### src/hdl/gps_synced_flash_phase_timer_unit_assert.svh
// ----------------------------------------------------------------------------
// gps synced flash phase timer assertion macros
// shared assertion forms, compiled out when NO_ASSERTIONS is set
// ----------------------------------------------------------------------------
`ifndef GPS_SYNCED_FLASH_PHASE_TIMER_UNIT_ASSERT_SVH
`define GPS_SYNCED_FLASH_PHASE_TIMER_UNIT_ASSERT_SVH

`ifndef NO_ASSERTIONS

// same-cycle implication
`define GSFPT_ASSERT_IMP(label, clk, rst, ante, cons, msg) \
  label: assert property (@(posedge clk) disable iff (rst) (ante) |-> (cons)) \
    else $error(msg);

// next-cycle implication
`define GSFPT_ASSERT_NXT(label, clk, rst, ante, cons, msg) \
  label: assert property (@(posedge clk) disable iff (rst) (ante) |=> (cons)) \
    else $error(msg);

`else

`define GSFPT_ASSERT_IMP(label, clk, rst, ante, cons, msg)
`define GSFPT_ASSERT_NXT(label, clk, rst, ante, cons, msg)

`endif

`endif

### src/hdl/gsfpt_pkg.sv
// ----------------------------------------------------------------------------
// gsfpt_pkg
// widths, codes, constants and shared types of the flash phase timer
// ----------------------------------------------------------------------------
`default_nettype none

package gsfpt_pkg;

  // field widths
  localparam int MS_W      = 10;
  localparam int SEC_W     = 6;
  localparam int MIN_W     = 6;
  localparam int HOUR_W    = 5;
  localparam int DAY_W     = 27;
  localparam int SUM_W     = 28;
  localparam int PHASE_W   = 16;
  localparam int CFG_W     = 16;
  localparam int CFG_IDX_W = 1;

  // modulo unit sizing
  localparam int DIV_STEPS = SUM_W;
  localparam int CNT_W     = $clog2(DIV_STEPS);

  // day base multiply-accumulate sizing
  localparam int MAC_OP_W   = 6;
  localparam int MAC_WGT_W  = 22;
  localparam int MAC_PROD_W = MAC_OP_W + MAC_WGT_W;

  // operation codes
  localparam logic OP_TICK = 1'b0;
  localparam logic OP_LOAD = 1'b1;

  // register indexes
  localparam logic [CFG_IDX_W-1:0] REG_CYCLE_LENGTH = 1'b0;
  localparam logic [CFG_IDX_W-1:0] REG_ON_DUTY      = 1'b1;

  // register reset values
  localparam logic [CFG_W-1:0] CYCLE_LENGTH_RESET = 16'd1000;
  localparam logic [CFG_W-1:0] ON_DUTY_RESET      = 16'd500;

  // time keeping constants
  localparam logic [MS_W-1:0]   MS_LAST       = 10'd999;
  localparam logic [MS_W:0]     MS_PER_SEC    = 11'd1000;
  localparam logic [SEC_W:0]    SEC_PER_MIN   = 7'd60;
  localparam logic [MIN_W:0]    MIN_PER_HOUR  = 7'd60;
  localparam logic [HOUR_W:0]   HOURS_PER_DAY = 6'd24;
  localparam logic [SEC_W-1:0]  SYNC_SECOND   = 6'd59;

  // day base weights in milliseconds
  localparam logic [MAC_WGT_W-1:0] WGT_HOUR   = 22'd3600000;
  localparam logic [MAC_WGT_W-1:0] WGT_MINUTE = 22'd60000;
  localparam logic [MAC_WGT_W-1:0] WGT_SECOND = 22'd1000;

  // multiply-accumulate step codes
  localparam logic [1:0] MAC_HOUR   = 2'd0;
  localparam logic [1:0] MAC_MINUTE = 2'd1;
  localparam logic [1:0] MAC_SECOND = 2'd2;

  typedef enum logic [2:0] {
    ST_IDLE,
    ST_MAC,
    ST_LAUNCH,
    ST_DIV,
    ST_PHASE,
    ST_EMIT
  } gsfpt_state_t;

  // request into the modulo unit
  typedef struct packed {
    logic               start;
    logic [SUM_W-1:0]   dividend;
    logic [PHASE_W-1:0] divisor;
  } gsfpt_mod_req_t;

  // status out of the modulo unit
  typedef struct packed {
    logic               busy;
    logic               done;
    logic [PHASE_W-1:0] remainder;
  } gsfpt_mod_rsp_t;

  // weight for one step of the day base sum
  function automatic logic [MAC_WGT_W-1:0] mac_weight(input logic [1:0] step);
    logic [MAC_WGT_W-1:0] w;
    case (step)
      MAC_HOUR:   w = WGT_HOUR;
      MAC_MINUTE: w = WGT_MINUTE;
      MAC_SECOND: w = WGT_SECOND;
      default:    w = '0;
    endcase
    return w;
  endfunction

endpackage

`default_nettype wire

### src/hdl/gsfpt_if.sv
// ----------------------------------------------------------------------------
// gsfpt_if
// valid/ready channels carrying input items and result items
// ----------------------------------------------------------------------------
`default_nettype none

interface gsfpt_item_if
  import gsfpt_pkg::*;
  ();
  logic              valid;
  logic              ready;
  logic              operation;
  logic              pps_level;
  logic [HOUR_W-1:0] gps_hour;
  logic [MIN_W-1:0]  gps_minute;
  logic [SEC_W-1:0]  gps_second;

  modport source (output valid, operation, pps_level, gps_hour, gps_minute, gps_second,
                  input ready);
  modport sink   (input valid, operation, pps_level, gps_hour, gps_minute, gps_second,
                  output ready);
endinterface

interface gsfpt_result_if
  import gsfpt_pkg::*;
  ();
  logic               valid;
  logic               ready;
  logic               lamp_on;
  logic [PHASE_W-1:0] phase_ms;
  logic [HOUR_W-1:0]  clock_hour;
  logic [MIN_W-1:0]   clock_minute;
  logic [SEC_W-1:0]   clock_second;
  logic [MS_W-1:0]    clock_millis;

  modport source (output valid, lamp_on, phase_ms, clock_hour, clock_minute, clock_second,
                  clock_millis, input ready);
  modport sink   (input valid, lamp_on, phase_ms, clock_hour, clock_minute, clock_second,
                  clock_millis, output ready);
endinterface

`default_nettype wire

### src/hdl/gps_synced_flash_phase_timer_unit.sv
// ----------------------------------------------------------------------------
// gps_synced_flash_phase_timer_unit
// millisecond time of day with gps second sync and flash phase output
// ----------------------------------------------------------------------------
// a tick transaction runs through ST_LAUNCH, ST_DIV on the 28-bit remainder unit,
// ST_PHASE and ST_EMIT; when the millisecond count wraps, ST_MAC first rebuilds the day base
// a load transaction goes from acceptance straight to ST_EMIT
// one transaction at a time: the next is accepted only back in ST_IDLE after ST_EMIT,
// later while the previous result waits for ready
// synchronous reset clears the clock, the stored gps time and the registers
`default_nettype none
`include "gps_synced_flash_phase_timer_unit_assert.svh"

module gps_synced_flash_phase_timer_unit
  import gsfpt_pkg::*;
(
  input  wire logic                 clk,
  input  wire logic                 rst,
  input  wire logic                 cfg_we,
  input  wire logic [CFG_IDX_W-1:0] cfg_index,
  input  wire logic [CFG_W-1:0]     cfg_data,
  gsfpt_item_if.sink                item,
  gsfpt_result_if.source            result
);

  gsfpt_state_t state, state_next;

  // configuration
  logic [CFG_W-1:0] cycle_length;
  logic [CFG_W-1:0] on_duty;

  // kept clock and gps time
  logic [MS_W-1:0]   millis_count;
  logic [SEC_W-1:0]  second_count;
  logic [MIN_W-1:0]  minute_count;
  logic [HOUR_W-1:0] hour_count;
  logic [DAY_W-1:0]  day_base_ms;
  logic              pps_previous;
  logic [HOUR_W-1:0] loaded_hour;
  logic [MIN_W-1:0]  loaded_minute;
  logic [SEC_W-1:0]  loaded_second;
  logic [PHASE_W-1:0] last_phase;
  logic              last_lamp;

  // next clock after a tick
  logic              sync;
  logic [MS_W-1:0]   base_ms;
  logic [SEC_W-1:0]  base_s;
  logic [MIN_W-1:0]  base_min;
  logic [HOUR_W-1:0] base_hour;
  logic [MS_W:0]     ms_inc;
  logic [SEC_W:0]    s_inc;
  logic [MIN_W:0]    min_inc;
  logic [HOUR_W:0]   hour_inc;
  logic [MS_W-1:0]   millis_next;
  logic [SEC_W-1:0]  second_next;
  logic [MIN_W-1:0]  minute_next;
  logic [HOUR_W-1:0] hour_next;

  // shared multiply-accumulate
  logic [1:0]            mac_step;
  logic [MAC_OP_W-1:0]   mac_operand;
  logic [MAC_PROD_W-1:0] mac_product;
  logic [DAY_W-1:0]      mac_acc;

  // phase
  logic [SUM_W-1:0]   sum;
  logic [PHASE_W-1:0] phase_val;

  // sequencer outputs
  logic accept;
  logic item_ready;
  logic mac_en;
  logic mod_start;
  logic phase_wr;
  logic emit;

  // output register
  logic               out_valid;
  logic               out_lamp;
  logic [PHASE_W-1:0] out_phase;
  logic [HOUR_W-1:0]  out_hour;
  logic [MIN_W-1:0]   out_minute;
  logic [SEC_W-1:0]   out_second;
  logic [MS_W-1:0]    out_millis;

  gsfpt_mod_req_t mod_req;
  gsfpt_mod_rsp_t mod_rsp;

  assign accept = item.valid && item_ready;

  // configuration writes
  always_ff @(posedge clk) begin
    if (rst) begin
      cycle_length <= CYCLE_LENGTH_RESET;
      on_duty      <= ON_DUTY_RESET;
    end else if (cfg_we) begin
      unique case (cfg_index)
        REG_CYCLE_LENGTH: cycle_length <= cfg_data;
        REG_ON_DUTY:      on_duty      <= cfg_data;
      endcase
    end
  end

  // clock advance with pps sync
  always_comb begin
    sync = item.pps_level && !pps_previous && (loaded_second == SYNC_SECOND);
    base_ms   = sync ? MS_LAST       : millis_count;
    base_s    = sync ? loaded_second : second_count;
    base_min  = sync ? loaded_minute : minute_count;
    base_hour = sync ? loaded_hour   : hour_count;
    ms_inc   = {1'b0, base_ms} + 1'b1;
    s_inc    = {1'b0, base_s} + 1'b1;
    min_inc  = {1'b0, base_min} + 1'b1;
    hour_inc = {1'b0, base_hour} + 1'b1;
    millis_next = ms_inc[MS_W-1:0];
    second_next = base_s;
    minute_next = base_min;
    hour_next   = base_hour;
    if (ms_inc >= MS_PER_SEC) begin
      millis_next = '0;
      second_next = s_inc[SEC_W-1:0];
      if (s_inc >= SEC_PER_MIN) begin
        second_next = '0;
        minute_next = min_inc[MIN_W-1:0];
        if (min_inc >= MIN_PER_HOUR) begin
          minute_next = '0;
          hour_next   = hour_inc[HOUR_W-1:0];
          if (hour_inc >= HOURS_PER_DAY) begin
            hour_next = '0;
          end
        end
      end
    end
  end

  // clock and gps time registers
  always_ff @(posedge clk) begin
    if (rst) begin
      millis_count  <= '0;
      second_count  <= '0;
      minute_count  <= '0;
      hour_count    <= '0;
      pps_previous  <= 1'b0;
      loaded_hour   <= '0;
      loaded_minute <= '0;
      loaded_second <= '0;
    end else if (accept) begin
      if (item.operation == OP_LOAD) begin
        loaded_hour   <= item.gps_hour;
        loaded_minute <= item.gps_minute;
        loaded_second <= item.gps_second;
      end else begin
        millis_count <= millis_next;
        second_count <= second_next;
        minute_count <= minute_next;
        hour_count   <= hour_next;
        pps_previous <= item.pps_level;
        if (sync) begin
          loaded_second <= '0;
        end
      end
    end
  end

  // multiply-accumulate operand and product
  always_comb begin
    unique case (mac_step)
      MAC_HOUR:   mac_operand = MAC_OP_W'(hour_count);
      MAC_MINUTE: mac_operand = MAC_OP_W'(minute_count);
      default:    mac_operand = MAC_OP_W'(second_count);
    endcase
    mac_product = MAC_PROD_W'(mac_operand) * MAC_PROD_W'(mac_weight(mac_step));
    mac_acc     = (mac_step == MAC_HOUR) ? '0 : day_base_ms;
  end

  // day base rebuild, one weighted term per cycle
  always_ff @(posedge clk) begin
    if (rst) begin
      day_base_ms <= '0;
      mac_step    <= MAC_HOUR;
    end else if (accept) begin
      mac_step <= MAC_HOUR;
    end else if (mac_en) begin
      day_base_ms <= mac_acc + mac_product[DAY_W-1:0];
      mac_step    <= mac_step + 1'b1;
    end
  end

  // phase from the remainder unit
  assign sum = SUM_W'(day_base_ms) + SUM_W'(millis_count);

  assign mod_req.start    = mod_start;
  assign mod_req.dividend = sum;
  assign mod_req.divisor  = cycle_length;

  gsfpt_mod_unit u_mod (
    .clk (clk),
    .rst (rst),
    .req (mod_req),
    .rsp (mod_rsp)
  );

  // zero cycle length wraps at the phase width
  assign phase_val = (cycle_length == '0) ? sum[PHASE_W-1:0] : mod_rsp.remainder;

  always_ff @(posedge clk) begin
    if (rst) begin
      last_phase <= '0;
      last_lamp  <= 1'b0;
    end else if (phase_wr) begin
      last_phase <= phase_val;
      last_lamp  <= (phase_val < on_duty);
    end
  end

  // sequencer state
  always_ff @(posedge clk) begin
    if (rst) begin
      state <= ST_IDLE;
    end else begin
      state <= state_next;
    end
  end

  // next state
  always_comb begin
    state_next = state;
    unique case (state)
      ST_IDLE: begin
        if (accept) begin
          if (item.operation == OP_LOAD) begin
            state_next = ST_EMIT;
          end else if (millis_next == '0) begin
            state_next = ST_MAC;
          end else begin
            state_next = ST_LAUNCH;
          end
        end
      end
      ST_MAC: begin
        if (mac_step == MAC_SECOND) begin
          state_next = ST_LAUNCH;
        end
      end
      ST_LAUNCH: state_next = ST_DIV;
      ST_DIV: begin
        if (mod_rsp.done) begin
          state_next = ST_PHASE;
        end
      end
      ST_PHASE: state_next = ST_EMIT;
      ST_EMIT: begin
        if (!out_valid || result.ready) begin
          state_next = ST_IDLE;
        end
      end
      default: state_next = ST_IDLE;
    endcase
  end

  // sequencer outputs
  always_comb begin
    item_ready = 1'b0;
    mac_en     = 1'b0;
    mod_start  = 1'b0;
    phase_wr   = 1'b0;
    emit       = 1'b0;
    unique case (state)
      ST_IDLE:   item_ready = 1'b1;
      ST_MAC:    mac_en     = 1'b1;
      ST_LAUNCH: mod_start  = 1'b1;
      ST_DIV:    ;
      ST_PHASE:  phase_wr   = 1'b1;
      ST_EMIT:   emit       = !out_valid || result.ready;
      default:   ;
    endcase
  end

  assign item.ready = item_ready;

  // result register
  always_ff @(posedge clk) begin
    if (rst) begin
      out_valid <= 1'b0;
    end else if (emit) begin
      out_valid <= 1'b1;
    end else if (result.ready) begin
      out_valid <= 1'b0;
    end
  end

  always_ff @(posedge clk) begin
    if (emit) begin
      out_lamp   <= last_lamp;
      out_phase  <= last_phase;
      out_hour   <= hour_count;
      out_minute <= minute_count;
      out_second <= second_count;
      out_millis <= millis_count;
    end
  end

  assign result.valid        = out_valid;
  assign result.lamp_on      = out_lamp;
  assign result.phase_ms     = out_phase;
  assign result.clock_hour   = out_hour;
  assign result.clock_minute = out_minute;
  assign result.clock_second = out_second;
  assign result.clock_millis = out_millis;

  `GSFPT_ASSERT_IMP(a_millis_range, clk, rst, 1'b1, millis_count <= MS_LAST, "bad millis")
  `GSFPT_ASSERT_IMP(a_sec_range, clk, rst, 1'b1, {1'b0, second_count} < SEC_PER_MIN, "bad second")
  `GSFPT_ASSERT_IMP(a_idle_unit, clk, rst, state == ST_IDLE, !mod_rsp.busy, "unit busy in idle")

endmodule

`default_nettype wire

### src/hdl/gsfpt_mod_unit.sv
// ----------------------------------------------------------------------------
// gsfpt_mod_unit
// restoring remainder unit, one dividend bit per cycle
// ----------------------------------------------------------------------------
`default_nettype none
`include "gps_synced_flash_phase_timer_unit_assert.svh"

module gsfpt_mod_unit
  import gsfpt_pkg::*;
(
  input  wire logic           clk,
  input  wire logic           rst,
  input  wire gsfpt_mod_req_t req,
  output gsfpt_mod_rsp_t      rsp
);

  logic               busy;
  logic               done;
  logic [CNT_W-1:0]   cnt;
  logic [SUM_W-1:0]   dvd;
  logic [PHASE_W-1:0] dvs;
  logic [PHASE_W-1:0] rem;

  logic [PHASE_W:0]   trial;
  logic [PHASE_W:0]   diff;
  logic [PHASE_W-1:0] rem_next;

  // one compare and subtract step
  always_comb begin
    trial = {rem, dvd[SUM_W-1]};
    diff  = trial - {1'b0, dvs};
    if (trial >= {1'b0, dvs}) begin
      rem_next = diff[PHASE_W-1:0];
    end else begin
      rem_next = trial[PHASE_W-1:0];
    end
  end

  // control
  always_ff @(posedge clk) begin
    if (rst) begin
      busy <= 1'b0;
      done <= 1'b0;
      cnt  <= '0;
    end else begin
      done <= 1'b0;
      if (req.start) begin
        busy <= 1'b1;
        cnt  <= '0;
      end else if (busy) begin
        cnt <= cnt + 1'b1;
        if (cnt == CNT_W'(DIV_STEPS - 1)) begin
          busy <= 1'b0;
          done <= 1'b1;
        end
      end
    end
  end

  // datapath
  always_ff @(posedge clk) begin
    if (req.start) begin
      dvd <= req.dividend;
      dvs <= req.divisor;
      rem <= '0;
    end else if (busy) begin
      dvd <= {dvd[SUM_W-2:0], 1'b0};
      rem <= rem_next;
    end
  end

  assign rsp.busy      = busy;
  assign rsp.done      = done;
  assign rsp.remainder = rem;

  `GSFPT_ASSERT_IMP(a_start_idle, clk, rst, req.start, !busy, "start while busy")
  `GSFPT_ASSERT_IMP(a_rem_range, clk, rst, done && (dvs != '0), rem < dvs, "remainder out of range")
  `GSFPT_ASSERT_NXT(a_done_pulse, clk, rst, done, !done && !busy, "done not a single pulse")

endmodule

`default_nettype wire

### src/flat_wrapper.sv
// flat-port wrapper written by rule: the top's interface ports become plain ports
module gps_synced_flash_phase_timer_unit_flat import gsfpt_pkg::*;
  (clk, rst, cfg_we, cfg_index, cfg_data, item_valid, item_operation, item_pps_level, item_gps_hour, item_gps_minute, item_gps_second, item_ready, result_valid, result_lamp_on, result_phase_ms, result_clock_hour, result_clock_minute, result_clock_second, result_clock_millis, result_ready);
  gsfpt_item_if item_i ();
  gsfpt_result_if result_i ();
  input  wire logic clk;
  input  wire logic rst;
  input  wire logic cfg_we;
  input  wire logic [CFG_IDX_W-1:0] cfg_index;
  input  wire logic [CFG_W-1:0] cfg_data;
  input wire logic [$bits(item_i.valid)-1:0] item_valid;
  input wire logic [$bits(item_i.operation)-1:0] item_operation;
  input wire logic [$bits(item_i.pps_level)-1:0] item_pps_level;
  input wire logic [$bits(item_i.gps_hour)-1:0] item_gps_hour;
  input wire logic [$bits(item_i.gps_minute)-1:0] item_gps_minute;
  input wire logic [$bits(item_i.gps_second)-1:0] item_gps_second;
  output wire logic [$bits(item_i.ready)-1:0] item_ready;
  output wire logic [$bits(result_i.valid)-1:0] result_valid;
  output wire logic [$bits(result_i.lamp_on)-1:0] result_lamp_on;
  output wire logic [$bits(result_i.phase_ms)-1:0] result_phase_ms;
  output wire logic [$bits(result_i.clock_hour)-1:0] result_clock_hour;
  output wire logic [$bits(result_i.clock_minute)-1:0] result_clock_minute;
  output wire logic [$bits(result_i.clock_second)-1:0] result_clock_second;
  output wire logic [$bits(result_i.clock_millis)-1:0] result_clock_millis;
  input wire logic [$bits(result_i.ready)-1:0] result_ready;
  assign item_i.valid = item_valid;
  assign item_i.operation = item_operation;
  assign item_i.pps_level = item_pps_level;
  assign item_i.gps_hour = item_gps_hour;
  assign item_i.gps_minute = item_gps_minute;
  assign item_i.gps_second = item_gps_second;
  assign item_ready = item_i.ready;
  assign result_valid = result_i.valid;
  assign result_lamp_on = result_i.lamp_on;
  assign result_phase_ms = result_i.phase_ms;
  assign result_clock_hour = result_i.clock_hour;
  assign result_clock_minute = result_i.clock_minute;
  assign result_clock_second = result_i.clock_second;
  assign result_clock_millis = result_i.clock_millis;
  assign result_i.ready = result_ready;
  gps_synced_flash_phase_timer_unit u_core (.clk(clk), .rst(rst), .cfg_we(cfg_we), .cfg_index(cfg_index), .cfg_data(cfg_data), .item(item_i), .result(result_i));
endmodule
### config.mk
export PLATFORM = sky130hd
export DESIGN_NAME = gps_synced_flash_phase_timer_unit_flat
export DESIGN_NICKNAME = d
export VERILOG_FILES = /design/src/hdl/gsfpt_pkg.sv /design/src/hdl/gsfpt_if.sv /design/src/hdl/gps_synced_flash_phase_timer_unit.sv /design/src/hdl/gsfpt_mod_unit.sv /design/src/flat_wrapper.sv
export VERILOG_INCLUDE_DIRS = /design/src /design/src/hdl
export SDC_FILE = /design/constraint.sdc
export NUM_CORES = 1
export LEC_CHECK = 0
export BUFFER_PORTS_ARGS = -buffer_cell sky130_fd_sc_hd__buf_2
export CORE_ASPECT_RATIO = 0.6
export CORE_MARGIN = 8
export CORE_UTILIZATION = 60
export DETAILED_ROUTE_END_ITERATION = 8
export PLACE_DENSITY = 0.79
export SLEW_MARGIN = 25
export SYNTH_ARGS = -nofsm -noshare
export SYNTH_HDL_FRONTEND = slang
export SYNTH_SLANG_ARGS = --single-unit
### constraint.sdc
create_clock -name clk -period 8.85 [get_ports clk]
set_input_delay 0.885 -clock clk [delete_from_list [all_inputs] [get_ports clk]]
set_output_delay 0.885 -clock clk [all_outputs]
set_load 0.03 [all_outputs]
[Yosys cells after proc, flatten, opt, wreduce, memory -nomap -nowiden]
Index checks and enable logic that the tools add are counted.
Word-level totals
  flip-flop bits (word level): 238
  latch bits: 0
  memory bits (writable): 0
  memory bits (read-only): 0
  input bits: 41
  output and inout port bits: 46
  word-level logic and storage cells: 125
  memories: 0
Operators by class
  $add $sub $neg: 9
  multipliers: 1
  divide/modulo/power cells: 0
  order comparisons: 6
  equal/unequal tests: 13
  shift operators: 0
  multiplexer cells: 41
  bitwise gates (word level): 4
  reductions and logical operators: 23
Operator list (count)
  $pmux 22 s3: 1
  $mux 28: 2
  $mux 6: 9
  $mux 16: 2
  $add 27x10->28: 1
  $add 27x27->27: 1
  $mul 6x22->27: 1
  $mux 27: 1
  $mux 5: 5
  $mux 10: 2
  $pmux 3 s6: 1
  $ge 17x16->1: 1
  $logic_not 16->1: 1
  $lt 16x16->1: 1
  $sub 16x16->16: 1
  $mux 3: 5
  $add 6x1->7 const B: 2
  $ge 7x6->1 const B: 2
  $pmux 6 s2: 1
  $reduce_and 2->1: 6
  $add 10x1->11 const B: 1
  $ge 11x10->1 const B: 1
  $mux 1: 11
  $logic_not 10->1: 1
  24 further kinds: 37

[Longest topological paths before layout]
Gate-level depths: netlist (run 1).
  depth in word-level cells: 12
  gate-level depth with buffers: 24
  gate-level depth less buffers: 23

[Hierarchy]
A second synthesis (run 1) with hierarchy kept.
Second synthesis, totals
  cells, all modules: 1734
  area, all modules: 15768.9 um2
By module, submodules not included
  gps_synced_flash_phase_timer_unit: instances 1, cells each 1396, area an instance 12096.6 um2, sequential area each 3863.7 um2
  gsfpt_mod_unit: instances 1, cells each 338, area an instance 3672.3 um2, sequential area each 1781.7 um2

[Worst setup path after synthesis (run 1)]
Ideal clock, no wire load.
  kind: register to register
  start: reg u_core.mac_step[1]
  end: reg u_core.day_base_ms[24]
  setup time: 0.122 ns
  arrival time: 5.419 ns
  required time: 8.728 ns
  slack: 3.309 ns
  cell stages (with the launch flop): 22
  buffers on the path: 1
  clock period less this slack: 5.541 ns
  cells stage by stage: dfxtp_1 -> inv_1 -> ha_1 -> clkbuf_1 -> nor2_1 -> a21o_1 -> nor2b_1 -> o21a_1 -> fa_1 -> fa_1 -> fa_1 -> inv_1 -> fa_1 -> inv_1 -> ha_1 -> or2_2 -> o32a_1 -> a21oi_1 -> o31ai_1 -> o31ai_1 -> xor2_1 -> o21ai_0
Between the ends
  cells in the longest elaborated chain, start to end: 4
  elaborated cells on any way between the ends: 8
  classes of those cells: 1 x add/sub; 1 x mul; 2 x eq/ne; 3 x mux; 1 x reduce/logical
Ends and longest elaborated chain
  start: declaration: line gps_synced_flash_phase_timer_unit.sv:61  | logic [1:0] mac_step;
  start signal: assignment: line gps_synced_flash_phase_timer_unit.sv:186  | mac_step <= mac_step + 1'b1;
  $eq 2x2->1, or another cell as far along: line gsfpt_pkg.sv:85  | case (step)
  $pmux 22 s3 / $pmux 6 s2 (equally long branches): line gsfpt_pkg.sv:85, gps_synced_flash_phase_timer_unit.sv:168
  $mul 6x22->27: line gps_synced_flash_phase_timer_unit.sv:173  | mac_product = MAC_PROD_W'(mac_operand) * MAC_PROD_W'(mac_weight(mac_step));
  $add 27x27->27 (*): line gps_synced_flash_phase_timer_unit.sv:185  | day_base_ms <= mac_acc + mac_product[DAY_W-1:0];
  end signal: assignment: line gps_synced_flash_phase_timer_unit.sv:185
  end: declaration: line gps_synced_flash_phase_timer_unit.sv:37  | logic [DAY_W-1:0] day_base_ms;
Every way passes the cells marked *; elsewhere a longest branch is shown, timed or not.
A chain may end at the register's enable or synchronous reset.

[Worst setup path after layout (run 1)]
  start: reg u_core.mac_step[1]
  end: reg u_core.day_base_ms[26]
Same word-level chain as after synthesis.

==> impl_metrics.csv, run 1 <==
group,metric,value,unit
layout,final_nets,2002,
synth,postSynth.asyncResetShare,0,%
placement,gp_congestion,0.948,
synth,yosysSeqAreaShare,36.6,%
clock_tree,cts_setup_buffers,0,
clock_tree,h-tree-depth,1,
layout,n_antenna_cell,0,
synth,syn_nets,1957,
power_and_ir_drop,p_per_area,219,nW/um^2
clock_tree,cts_tree,"built",
layout,fillers,2031,
routing,viasPerCell,6.10,
layout,area_growth_syn_to_layout,9.42,%
setup_path,r2r-end,"u_core.day_base_ms[26]",
synth,ys_warn_count,0,
setup_path,end_kind,"flip-flop",
hold_path,min_from,"u_core.last_phase[0]",
hold_path,holdPathEnd,"u_core.result.phase_ms[0]",
sta,fmax,154,MHz
grt,overflow,0,
layout,fin_area,16900,um^2
layout,fin_util,66.8,%
grt,grt_pass1_wl,65.0,mm
die,initial_core_util,61.0,%
die,rows,45,
placement,placed_area,16000,um^2
grt,grt_pass1_vias,12484,
synth,ys_types,80,
die,die_area,31300,um^2
clock_tree,cts_resized,0,
sta,period_share,73.1,%
sta,finalCriticalPeriod,6470,ps
sta,hold_viol_final,0,
synth,synth.avg_cell_area,8.85,um^2
synth,synth-edff-count,88,
sta,skew,36.7,ps
grt,grt_antenna_before_repair,1,
synth,syn_area,15400,um^2
setup_path,crit_fanout,34,
routing,vias,13024,
sta,fin_setup_tns,0,ps
sta,maxSlewViolCount,0,
layout,drive_gt1_share,9.09,%
setup_path,r2r.worst_path.cells,20,
clock_tree,cts_root_buf,"clkbuf_16",
layout,multiInputGateArea,8930,um^2
synth,synth_cells,1743,
setup_path,arrival,6930,ps
synth,synth-main-ff-cell,"dfxtp_1",
sta,worst_slew_pin_slew,1060,ps
setup_path,worst-setup-path-type,"flip-flop to flip-flop",
setup_path,r2r_slack,2380,ps
routing,routedWlPerCell,18.6,um
layout,mostFrequentLayoutCells,"nand2_1 (257), dfxtp_1 (150), inv_1 (146)",
setup_path,required,9310,ps
placement,dp_hpwl,29.1,mm
clock_tree,clockBufferDepth,3,
status,status,"completed",
sta,setup_viol,0,
die,die_y,140,um
sta,rsz0062_at_grt,"no",
sta,relSlewSlack,29.5,%
synth,yosys_register_bits,238,
layout,layout_commonest_cell,"nand2_1",
clock_tree,clock-sinks,238,
routing,final_antenna_net_count,0,
routing,drt-total-wl,39.8,mm
power_and_ir_drop,p_leak,7.28,nW
routing,firstDrtPassIters,6,
routing,first_iter_violations,1459,
clock_tree,cts_made_buffers,24,
layout,register_area,5650,um^2
clock_tree,clock_latency,560,ps
job,maxCapViolCount,0,
hold_path,worstHoldPathCells,0,
routing,drc_errors,0,
sta,hold_ws,436,ps
setup_path,regToRegStartpoint,"u_core.mac_step[1]",
grt,grt_start_max_net_pins,78,
power_and_ir_drop,ir_drop,0.142,mV
die,die_w,223,um
die,fp.coreArea,25300,um^2
placement,dp_slack,2090,ps
hold_path,hold_path_class,"flip-flop to flip-flop",
die,io_pins,87,
setup_path,start_kind,"flip-flop",
placement,port_buffers,86,
clock_tree,clk_pin_slew,70,ps
sta,worst_slack,2380,ps
grt,grt_util_all_layers,25.1,%
clock_tree,ctsHoldBuffers,0,
==> cell type report <==
type | instances | area share [%]
multi-input cells | 1280 | 52.9
flip-flops and latches | 238 | 33.4
clock buffers | 34 | 4.27
inverters | 148 | 3.29
repair buffers | 96 | 3.01
well taps | 329 | 2.44
clock inverters | 9 | 0.630
==> cells in the mapped netlist, types with 8 or more instances <==
| cell type | n | area (um^2) |
|---|---|---|
| a211oi_1 | 24 | 180 |
| a21o_1 | 21 | 158 |
| a21oi_1 | 136 | 681 |
| a31oi_1 | 18 | 113 |
| and2_1 | 11 | 68.8 |
| and3_1 | 17 | 106 |
| clkbuf_1 | 66 | 248 |
| dfxtp_1 | 150 | 3000 |
| edfxtp_1 | 88 | 2640 |
| fa_1 | 64 | 1280 |
| ha_1 | 109 | 1360 |
| inv_1 | 147 | 552 |
| mux2i_1 | 20 | 200 |
| nand2_1 | 257 | 965 |
| nand2b_1 | 31 | 194 |
| nand3_1 | 47 | 235 |
| nand4_1 | 15 | 93.8 |
| nor2_1 | 111 | 417 |
| nor2b_1 | 34 | 213 |
| nor3_1 | 36 | 180 |
| nor4_1 | 10 | 62.6 |
| o211ai_1 | 11 | 82.6 |
| o21a_1 | 16 | 120 |
| o21ai_0 | 86 | 430 |
| o21bai_1 | 8 | 60.1 |
| or3_1 | 10 | 62.6 |
| xnor2_1 | 47 | 412 |
| xor2_1 | 22 | 193 |
==> power by group <==
group	switching, mW	internal [mW]	total [mW]
combinational	0.771	0.480	1.25
sequential	0.114	1.28	1.39
clock	0.459	0.604	1.06
==> per-layer routing <==
metal  GRT usage, %  part of all wire, %  up-vias
met1           37.3                   47     6205
met4           5.18                  1.9        2
met5              0                0.033        -
li1               -                    -     6149
met2           35.5                   40      595
met3           7.44                   11       73
==> worst max-delay path by stage <==
stage / from / slack (ps) / end
after floorplan: u_core.mac_step[1] / 3310 / u_core.day_base_ms[24]
after global placement: u_core.mac_step[0] / 2440 / u_core.day_base_ms[24]
after detailed placement: u_core.mac_step[0] / 2090 / u_core.day_base_ms[26]
after CTS: u_core.mac_step[1] / 2060 / u_core.day_base_ms[26]
after global routing: u_core.mac_step[1] / 1920 / u_core.day_base_ms[26]
final: u_core.mac_step[1] / 2380 / u_core.day_base_ms[26]
==> sequential cells by signal, indices dropped and copies added, names as in the netlist, 10 cells and up <==
signal                      flops
u_core.last_phase              16
u_core.on_duty                 16
u_core.millis_count            10
u_core.result.phase_ms         16
u_core.u_mod.rem               16
u_core.result.clock_millis     10
u_core.day_base_ms             27
u_core.u_mod.dvd               28
u_core.u_mod.dvs               16
u_core.cycle_length            16
==> per-stage QoR <==
stage               power, mW  cells
CTS                      3.69   2134
detailed placement       2.63   2091
global route             3.93   2134
floorplan                2.32   1743
global placement         2.58   2091
finish                   3.71   2134
==> critical path, cell delays in order (launching register included) <==
cell and delay, ps:
dfxtp_1 420, inv_1 120, ha_2 390, nor2_1 420, a21o_1 300, nor2b_1 310
o21a_1 200, fa_1 440, fa_1 530, fa_1 550, inv_1 50, fa_1 530
inv_1 40, ha_1 340, o21a_1 150, o32a_1 270, a21oi_1 190, o31ai_1 440
nor2b_1 120, or3_1 370, a31oi_1 180
==> logic make-up after synthesis <==
group	Yosys count	synth area share, %
xor gates and xnor gates	69	3.92
adders and majority gates	173	17.1
muxes	25	1.66
and+or+nand+nor	615	18.8
buffers and inverters	225	5.62
AOI/OAI and AO/OA	398	16.3
DFF	238	36.6
Power figures use the tool's default switching activity.
==> run 2: changes to the inputs <==
==> constraint.sdc (replaced) <==
create_clock -name clk -period 6.5 [get_ports clk]
set_input_delay 0.65 -clock clk [delete_from_list [all_inputs] [get_ports clk]]
set_output_delay 0.65 -clock clk [all_outputs]
set_load 0.03 [all_outputs]
==> run 2 against run 1 <==
  * Sequential power up 36%
  * Count of clock-buffer cells in the layout up 2
  * Clock power up 29%
  * Combinational power up 37%
  * First-iteration DRC count down 17%
  * Die area unchanged
  * Routed wire length down 1.4%
  * Cell count up 0.19%
  * Clock skew down 20 ps
  * Critical path depth unchanged
  * Design area down 0.18%
  * Critical endpoint is now u_core.day_base_ms[24]
  * Power up 34%
==> impl_metrics.csv, run 2 (synthesis results as in run 1) <==
group,metric,value,unit
clock_tree,cts_tree,"built",
sta,rsz0062_at_grt,"no",
power_and_ir_drop,p_leak,7.27,nW
job,maxCapViolCount,0,
routing,viasPerCell,6.05,
clock_tree,cts_made_buffers,23,
clock_tree,clockBufferDepth,3,
layout,largest_reg_flops,28,
die,rows,45,
setup_path,required,6920,ps
sta,relSlewSlack,27.5,%
grt,grt_util_all_layers,24.6,%
grt,grt_pass1_wl,63.7,mm
placement,port_buffers,86,
layout,area_growth_syn_to_layout,9.23,%
grt,overflow,0,
layout,fillers,2000,
setup_path,start_kind,"flip-flop",
grt,grt_pass1_vias,12278,
die,fp.coreArea,25300,um^2
clock_tree,clock_latency,540,ps
die,die_y,140,um
grt,grt_antenna_before_repair,0,
routing,firstDrtPassIters,5,
layout,drive_gt1_share,9.12,%
sta,period_share,93.4,%
die,io_pins,87,
sta,skew,16.5,ps
clock_tree,cts_root_buf,"clkbuf_16",
power_and_ir_drop,ir_drop,0.204,mV
layout,reg.largest.list,"u_core.u_mod.dvd x28, u_core.day_base_ms x27",
power_and_ir_drop,p_per_area,295,nW/um^2
routing,first_iter_violations,1206,
placement,dp_hpwl,29.2,mm
routing,routedWlPerCell,18.3,um
layout,layout_commonest_cell,"nand2_1",
status,status,"completed",
sta,hold_viol_final,0,
routing,vias,12945,
sta,fin_setup_tns,0,ps
routing,drt-total-wl,39.2,mm
placement,gp_congestion,0.946,
clock_tree,h-tree-depth,1,
sta,fmax,165,MHz
layout,fin_util,66.7,%
layout,n_antenna_cell,0,
sta,worst_slew_pin_slew,1080,ps
sta,maxSlewViolCount,0,
layout,top_register,"u_core.u_mod.dvd",
clock_tree,cts_setup_buffers,0,
setup_path,worst-setup-path-type,"flip-flop to flip-flop",
routing,drc_errors,0,
clock_tree,clk_pin_slew,70,ps
sta,setup_viol,0,
setup_path,crit_fanout,9,
routing,final_antenna_net_count,0,
hold_path,hold_path_class,"primary input to flip-flop",
clock_tree,clock-sinks,238,
die,die_w,223,um
layout,mostFrequentLayoutCells,"nand2_1 (257), dfxtp_1 (150), inv_1 (146)",
die,die_area,31300,um^2
sta,finalCriticalPeriod,6070,ps
layout,final_nets,2006,
setup_path,arrival,6490,ps
setup_path,end_kind,"flip-flop",
grt,grt_start_max_net_pins,79,
die,initial_core_util,61.0,%
[run 2: final timing paths]
check	start	endpoint	slack, ps	depth (start not counted)
hold reg to reg	u_core.last_phase[10]	u_core.result.phase_ms[10]	430	0
setup / recovery	u_core.mac_step[1]	u_core.day_base_ms[24]	430	20
hold / removal	item_gps_second[4]	u_core.loaded_second[4]	340	3
setup reg to reg	u_core.mac_step[1]	u_core.day_base_ms[24]	430	20
[run 2: layer usage]
| metal | up-vias | track usage (%) | share of wire, % |
|---|---|---|---|
| li1 | 6173 | - | - |
| met1 | 6115 | 36.6 | 47 |
| met2 | 604 | 35.2 | 40 |
| met3 | 53 | 7.03 | 11 |
| met4 | 0 | 4.77 | 1.7 |
| met5 | - | 0 | 0 |
[run 2: layout make-up]
cell class,instances,area [um^2],area share (%)
Tap cell,329,412,2.44
Sequential cell,238,5650,33.5
Multi-Input combinational cell,1280,8940,53.0
Clock inverter,6,70.1,0.416
Timing Repair Buffer,101,546,3.24
Clock buffer,36,687,4.08
Inverter,148,556,3.30
[run 2: through the flow]
| step | hold slack, ps | power, mW | area [um^2] | setup slack, ps | std cells |
|---|---|---|---|---|---|
| after floorplan | 400 | 3.15 | 15400 | 959 | 1743 |
| after global placement | 414 | 3.52 | 16100 | 584 | 2096 |
| after detailed placement | 413 | 3.58 | 16100 | 421 | 2096 |
| after CTS | 327 | 4.95 | 16800 | 403 | 2138 |
| after global routing | 349 | 5.27 | 16900 | 16.0 | 2138 |
| final | 344 | 4.97 | 16900 | 432 | 2138 |
[run 2: critical path, cell delays in order, from the launching register on]
cell and delay, ps:
dfxtp_1 410, inv_1 110, ha_1 330, nor2_2 280, a21o_1 270, nor2b_1 280, o21a_1 190, fa_1 440
fa_1 510, fa_1 550, inv_1 60, fa_1 530, inv_1 40, ha_1 230, or2_2 300, o32a_1 380
a21oi_1 380, o31ai_1 160, o31ai_1 270, xor2_1 160, o21ai_0 80
[run 2: power breakdown]
part	internal, mW	total, mW	switching [mW]
Clock	0.774	1.37	0.598
Sequential	1.74	1.89	0.152
Combinational	0.658	1.71	1.05
[run 2: what timing repair did]
item,4_1_cts,5_1_grt
gates resized for setup,0,3
hold buffers,0,0
setup endpoints to repair,0,2
